==> config.mk <==
export PLATFORM = sky130hd
export DESIGN_NAME = neighbor_table_next_hop_select_core
export DESIGN_NICKNAME = d
export VERILOG_FILES = /design/src/hdl/ntnh_pkg.sv /design/src/hdl/neighbor_table_next_hop_select_core.sv
export SDC_FILE = /design/constraint.sdc
export NUM_CORES = 1
export LEC_CHECK = 0
export ABC_CLOCK_PERIOD_IN_PS = 4650
export BUFFER_PORTS_ARGS = -buffer_cell sky130_fd_sc_hd__buf_2
export CELL_PAD_IN_SITES_DETAIL_PLACEMENT = 0
export CELL_PAD_IN_SITES_GLOBAL_PLACEMENT = 2
export CORE_MARGIN = 5
export CORE_UTILIZATION = 35
export CTS_BUF_LIST = sky130_fd_sc_hd__clkbuf_8
export CTS_CLUSTER_DIAMETER = 150
export DETAILED_ROUTE_END_ITERATION = 6
export GPL_ROUTABILITY_DRIVEN = 0
export PLACE_DENSITY = 0.59
export SLEW_MARGIN = 15
export SYNTH_ARGS = -nofsm -noshare
export SYNTH_HDL_FRONTEND = slang
export SYNTH_SLANG_ARGS = --single-unit
==> constraint.sdc <==
create_clock -name clk -period 4.65 [get_ports clk]
set_input_delay 0 -clock clk [delete_from_list [all_inputs] [get_ports clk]]
set_output_delay 0 -clock clk [all_outputs]
set_load 0.005 [all_outputs]
==> src/hdl/ntnh_pkg.sv <==
// Package for the neighbour table next-hop selection core.
// Holds the item and result word types and the fixed constants of the scan.
// No dependencies.
package ntnh_pkg;

	// Item modes.
	localparam logic MODE_RECEIVE = 1'b0;
	localparam logic MODE_FORWARD = 1'b1;

	// Starting value of the best RSSI during a forward scan.
	localparam logic signed [16:0] BEST_START = -17'sd1000;

	typedef struct packed {
		logic        mode;
		logic [15:0] sender_addr;
		logic [15:0] link_rssi;
		logic [7:0]  dest_low;
		logic [7:0]  prevhop_low;
	} item_t;

	typedef struct packed {
		logic        recorded;
		logic        hop_found;
		logic [15:0] next_hop_addr;
	} result_t;

endpackage

==> src/hdl/neighbor_table_next_hop_select_core.sv <==
// Neighbour table with next-hop selection: top level and only module.
// Depends on ntnh_pkg for the item and result word types.
//
// Usage:
// One input channel (item_valid, item_stall, item) and one output channel
// (result_valid, result_stall, result). A word moves when valid is high and
// stall is low. Each input word gives exactly one result word.
// A receive word looks the sender up and updates its entry, or appends one
// if there is room; a forward word scans the table for a next hop by RSSI.
// The table lives in one synchronous memory of TABLE_DEPTH words with a
// registered read port; the scan reads one entry per cycle.
// A word is first scanned through the memory read port; in the final state
// a receive word's entry is written back and the result is loaded into the
// output register. A receive word that matches early ends its scan early,
// as does a forward word that finds its destination. One word is worked on
// at a time and the core passes back through its idle state between words,
// so no new word is taken before the last one is through.
// The result sits in an output register; the core accepts a new word while
// an earlier result waits, and holds a finished result until the register
// frees if the receiver keeps stalling.
// Reset empties the table at once (the entry count clears); no clearing pass.
module neighbor_table_next_hop_select_core
	import ntnh_pkg::*;
#(
	parameter int TABLE_DEPTH = 16
) (
	input  logic    clk,
	input  logic    arst_n,
	input  logic    item_valid,
	output logic    item_stall,
	input  item_t   item,
	output logic    result_valid,
	input  logic    result_stall,
	output result_t result
);

	localparam int IDX_W = (TABLE_DEPTH > 1) ? $clog2(TABLE_DEPTH) : 1;
	localparam int CNT_W = $clog2(TABLE_DEPTH + 1);

	typedef enum logic [2:0] {
		S_IDLE = 3'b001,
		S_SCAN = 3'b010,
		S_FIN  = 3'b100
	} state_t;

	state_t state_q;
	item_t  item_q;

	logic [CNT_W-1:0] count_q;
	logic [CNT_W-1:0] rd_idx_q;
	logic             pend_s1;
	logic [IDX_W-1:0] pend_idx_s1;

	logic                    found_q;
	logic [IDX_W-1:0]        pos_q;
	logic                    have_q;
	logic [15:0]             pick_q;
	logic signed [16:0]      best_q;

	logic [31:0] entry_mem [TABLE_DEPTH];
	logic [31:0] rd_data_s1;
	logic        wr_en;
	logic [IDX_W-1:0] wr_idx;

	// Scan step, evaluated on the entry whose read data has just returned.
	logic                found_d;
	logic [IDX_W-1:0]    pos_d;
	logic                have_d;
	logic [15:0]         pick_d;
	logic signed [16:0]  best_d;
	logic                stop;
	logic                issue;
	logic                scan_end;
	logic                slot_free;
	logic                table_full;
	logic [15:0]         ent_addr;
	logic signed [16:0]  ent_rssi;
	logic [7:0]          ent_low;

	assign ent_addr = rd_data_s1[31:16];
	assign ent_rssi = $signed({1'b0, rd_data_s1[15:0]});
	assign ent_low  = rd_data_s1[23:16];

	always_comb begin
		found_d = found_q;
		pos_d   = pos_q;
		have_d  = have_q;
		pick_d  = pick_q;
		best_d  = best_q;
		stop    = 1'b0;
		if (pend_s1) begin
			if (item_q.mode == MODE_RECEIVE) begin
				if (ent_addr == item_q.sender_addr) begin
					found_d = 1'b1;
					pos_d   = pend_idx_s1;
					stop    = 1'b1;
				end
			end else begin
				// A lone entry is the default choice.
				if (count_q == CNT_W'(1) && pend_idx_s1 == '0) begin
					have_d = 1'b1;
					pick_d = ent_addr;
				end
				if (ent_rssi != best_q) begin
					if (ent_rssi > best_q && ent_low != item_q.prevhop_low) begin
						have_d = 1'b1;
						pick_d = ent_addr;
						best_d = ent_rssi;
					end
					if (ent_low == item_q.dest_low) begin
						have_d = 1'b1;
						pick_d = ent_addr;
						stop   = 1'b1;
					end
				end
			end
		end
	end

	assign issue      = (state_q == S_SCAN) && !stop && (rd_idx_q < count_q);
	assign scan_end   = stop || (rd_idx_q == count_q);
	assign slot_free  = !result_valid || !result_stall;
	assign table_full = (count_q >= CNT_W'(TABLE_DEPTH));
	assign item_stall = (state_q != S_IDLE);

	assign wr_en  = (state_q == S_FIN) && slot_free && (item_q.mode == MODE_RECEIVE)
		&& (found_q || !table_full);
	assign wr_idx = found_q ? pos_q : count_q[IDX_W-1:0];

	always_ff @(posedge clk) begin
		if (wr_en) begin
			entry_mem[wr_idx] <= {item_q.sender_addr, item_q.link_rssi};
		end
		rd_data_s1 <= entry_mem[rd_idx_q[IDX_W-1:0]];
	end

	always_ff @(posedge clk or negedge arst_n) begin
		if (!arst_n) begin
			state_q      <= S_IDLE;
			count_q      <= '0;
			rd_idx_q     <= '0;
			pend_s1      <= 1'b0;
			result_valid <= 1'b0;
		end else begin
			if (state_q == S_FIN && slot_free) begin
				result_valid <= 1'b1;
			end else if (!result_stall) begin
				result_valid <= 1'b0;
			end
			pend_s1 <= issue;
			unique case (state_q)
				S_IDLE: begin
					rd_idx_q <= '0;
					if (item_valid) begin
						state_q <= S_SCAN;
					end
				end
				S_SCAN: begin
					if (issue) begin
						rd_idx_q <= rd_idx_q + CNT_W'(1);
					end
					if (scan_end) begin
						state_q <= S_FIN;
					end
				end
				S_FIN: begin
					if (slot_free) begin
						state_q <= S_IDLE;
						if (item_q.mode == MODE_RECEIVE && !found_q && !table_full) begin
							count_q <= count_q + CNT_W'(1);
						end
					end
				end
				default: begin
					state_q <= S_IDLE;
				end
			endcase
		end
	end

	// Datapath registers need no reset.
	always_ff @(posedge clk) begin
		pend_idx_s1 <= rd_idx_q[IDX_W-1:0];
		if (state_q == S_IDLE && item_valid) begin
			item_q  <= item;
			found_q <= 1'b0;
			pos_q   <= '0;
			have_q  <= 1'b0;
			pick_q  <= '0;
			best_q  <= BEST_START;
		end else if (state_q == S_SCAN) begin
			found_q <= found_d;
			pos_q   <= pos_d;
			have_q  <= have_d;
			pick_q  <= pick_d;
			best_q  <= best_d;
		end
		if (state_q == S_FIN && slot_free) begin
			if (item_q.mode == MODE_RECEIVE) begin
				result.recorded      <= found_q || !table_full;
				result.hop_found     <= 1'b0;
				result.next_hop_addr <= '0;
			end else begin
				result.recorded      <= 1'b0;
				result.hop_found     <= have_q;
				result.next_hop_addr <= have_q ? pick_q : 16'h0000;
			end
		end
	end

endmodule

==> results.yml <==
synth:
  synth_common_cells: "edfxtp_1, mux4_2, dfxtp_1, nand2_1, inv_1"
  synth_ff_type: "edfxtp_1"
  synthDistinctLibCells: 54
  ys_seq_elements: 669
  synth_top_cell_by_area: "edfxtp_1"
  synth_top_area_share_pct: 68.3
  yosysWarningCount: 0
  synth_area_per_cell_um2: 20.3
  synth_seq_area_share_pct: 75.7
  synth_most_common_cell: "edfxtp_1"
  synth_cells: 1252
  synth-edff-count: 579
  syn-cell-area_mm2: 0.0255
  async_reset_ff_share_pct: 2.24
  synth_fp_nets: 1330
  synthTopCellsByArea: "edfxtp_1, mux4_2, dfxtp_1, dfrtp_1, ha_1"
final_layout:
  area_delta_synth_final_pct: 20.5
  final_core_util_pct: 42.7
  nets: 1599
  final_layout_size_suffix_gt1_share_pct: 27.8
  seq_area_mm2: 0.0193
  multiInputGateArea_mm2: 0.00592
  nFillCells: 6386
  fin_cells: 2569
timing:
  rsz0062_at_grt: "false"
  relSlewSlack_pct: 18.3
  clock_skew_ns: 0.0408
  fin_ws_ns: 1.51
  period_minus_slack_ns: 3.14
  hold_viol_final: 0
  clock.fmax_mhz: 318
  fin_setup_tns_ns: 0
  worst_pin_slew_ns: 1.22
  finalSetupViolations: 0
  drv_slew: 0
  fin_crit_sh_pct: 67.5
die:
  die_y_um: 280
  rows: 98
  core_mm2: 0.0719
  die_width_um: 280
  pin_count: 73
  start_util_pct: 35.4
  die_area_mm2: 0.0782
setup_path:
  path_class: "reg -> reg"
  cp-start-kind: "flop"
  cp_slowest_cell: "nor2_4"
  required_ns: 5.07
  crit_chain: "inv_1, a21oi_1, nor2b_1, o21ai_1, nor2_4, buf_4"
  cpPeakStageDelay_ns: 0.85
  crit_arrival_ns: 3.56
  cp_max_fo: 25
  crit_path_end_kind: "flop"
  reg2reg_depth: 6
clocking:
  cts_tree: "done"
  post_cts_buffers: 0
  cts_buffer_depth: 3
  clk_pin_slew_ns: 0.06
  cts_buffers: 113
  clk_latency_ns: 0.72
  clock_sinks: 669
  cts_max_level: 3
  root_buffer: "clkbuf_8"
grt:
  antenna_found_initial: 2
  grtUsageTotal_pct: 15.5
  grt_pass1_vias: 13500
  grt_max_degree: 94
  grt-ovfl-total: 0
  grt_pass1_wl_um: 90100
pwr:
  leakage_nw: 10.2
  total_power_mw: 14.0
  power.density_mw_per_mm2: 458
  ir_drop_mv: 0.230
routing:
  drcViolationCount: 0
  via_count: 12700
  wl_per_cell_um: 23.4
  vias_per_cell: 4.93
  wirelength_um: 60000
  antenna_left: 0
  first_pass_iters: 5
  drt-initial-drc-count: 811
worst_hold_path:
  worstHoldPathType: "in -> reg"
  hold_depth: 2
placement:
  port_buffers: 72
  dp_cells: 2254
  pre_cts_ws_ns: 1.31
  dpl.hpwl_um: 37300
outcome:
  status: "finished, final reports clean"
run:
  cap_viol_max_count: 0
-- metal layers --
layer  up-vias  part of all wire (%)  track usage, %
li1       5618                     -               -
met4         0                   2.3            4.26
met5         -                     0               0
met3       109                   4.7            3.41
met2       300                    47            24.6
met1      6635                    46            21.8
-- what timing repair did --
item | 4_1_cts | 5_1_grt
hold buffers | 102 | 0
gates resized for setup | 0 | 0
hold endpoints to repair | 94 | 0
-- worst max-delay path, delay by kind of cell, from the launching register on --
family / cells / cell delay (ns)
buffers and inverters: 2 / 0.54
AOI/OAI and AO/OA: 2 / 0.54
DFF: 1 / 0.56
and+or+nand+nor: 2 / 1.17
-- sequential cells by signal (all words and copies together) (netlist names), 5 cells and up --
register and cells:
item_q 49, pick_q 16, entry_mem 512, rd_data_s1 32, rd_idx_q 5, result 18
best_q 17, count_q 5
-- kinds of logic after synthesis --
kind of cell	after synthesis	share of synthesized area (%)
xor gates and xnor gates	35	1.20
DFF	669	75.7
adders and majority gates	25	1.23
AOI/OAI and AO/OA	67	1.59
and+or+nand+nor	173	3.56
muxes	185	15.1
buffers and inverters	98	1.61
-- area by class of cell --
class | instances | area share, %
repair buffers | 209 | 6.27
clock buffers | 120 | 5.39
inverters | 43 | 0.530
diodes | 2 | 0.0163
clock inverters | 91 | 1.79
well taps | 950 | 3.88
multi-input cells | 485 | 19.3
flip-flops and latches | 669 | 62.8
-- final timing paths --
path | to | from | slack (ns)
hold / removal | item_q[37] | item[37] | 0.08
max in group asynchronous | rd_idx_q[1] | arst_n | 3.09
setup reg to reg | entry_mem[3][15] | found_q | 1.51
hold reg to reg | pick_q[7] | pick_q[7] | 0.46
setup / recovery | entry_mem[3][15] | found_q | 1.51
min in group asynchronous | state_q[0] | arst_n | 0.37
-- power by group --
part	internal, mW	switching (mW)	leakage, nW
clock network	2.68	2.39	1.25
logic	0.798	0.790	2.97
registers	6.95	0.436	6.02
total	10.4	3.62	10.2
-- metrics by stage --
step	hold WS, ns	area [um^2]
floorplan	-0.296	25500
global placement	-0.0611	27200
detailed placement	-0.0614	27400
CTS	0.0116	30700
global route	0.0157	30700
finish	0.0808	30700
-- layout by cell type, fill, tap and decap left out, types with 4 or more instances in the layout --
cell type      count
clkinv_2          22
nor3_1             7
buf_2             72
xnor2_1           22
edfxtp_1         579
a21oi_1           21
buf_4             17
dfxtp_1           75
dfrtp_1           10
dlygate4sd3_1    102
nor4_1             6
nor2_1            13
inv_1             74
bufinv_16          5
nand2_1           46
ha_1              25
clkinv_1          27
xor2_1            13
mux4_2           160
mux2i_1           25
and3_1            20
buf_16             7
nand3_1           33
nor2b_1            4
nand4_1            7
o21ai_0           27
buf_12            11
nor2_4            16
clkbuf_8         120
(Power assumes the default switching activity.)
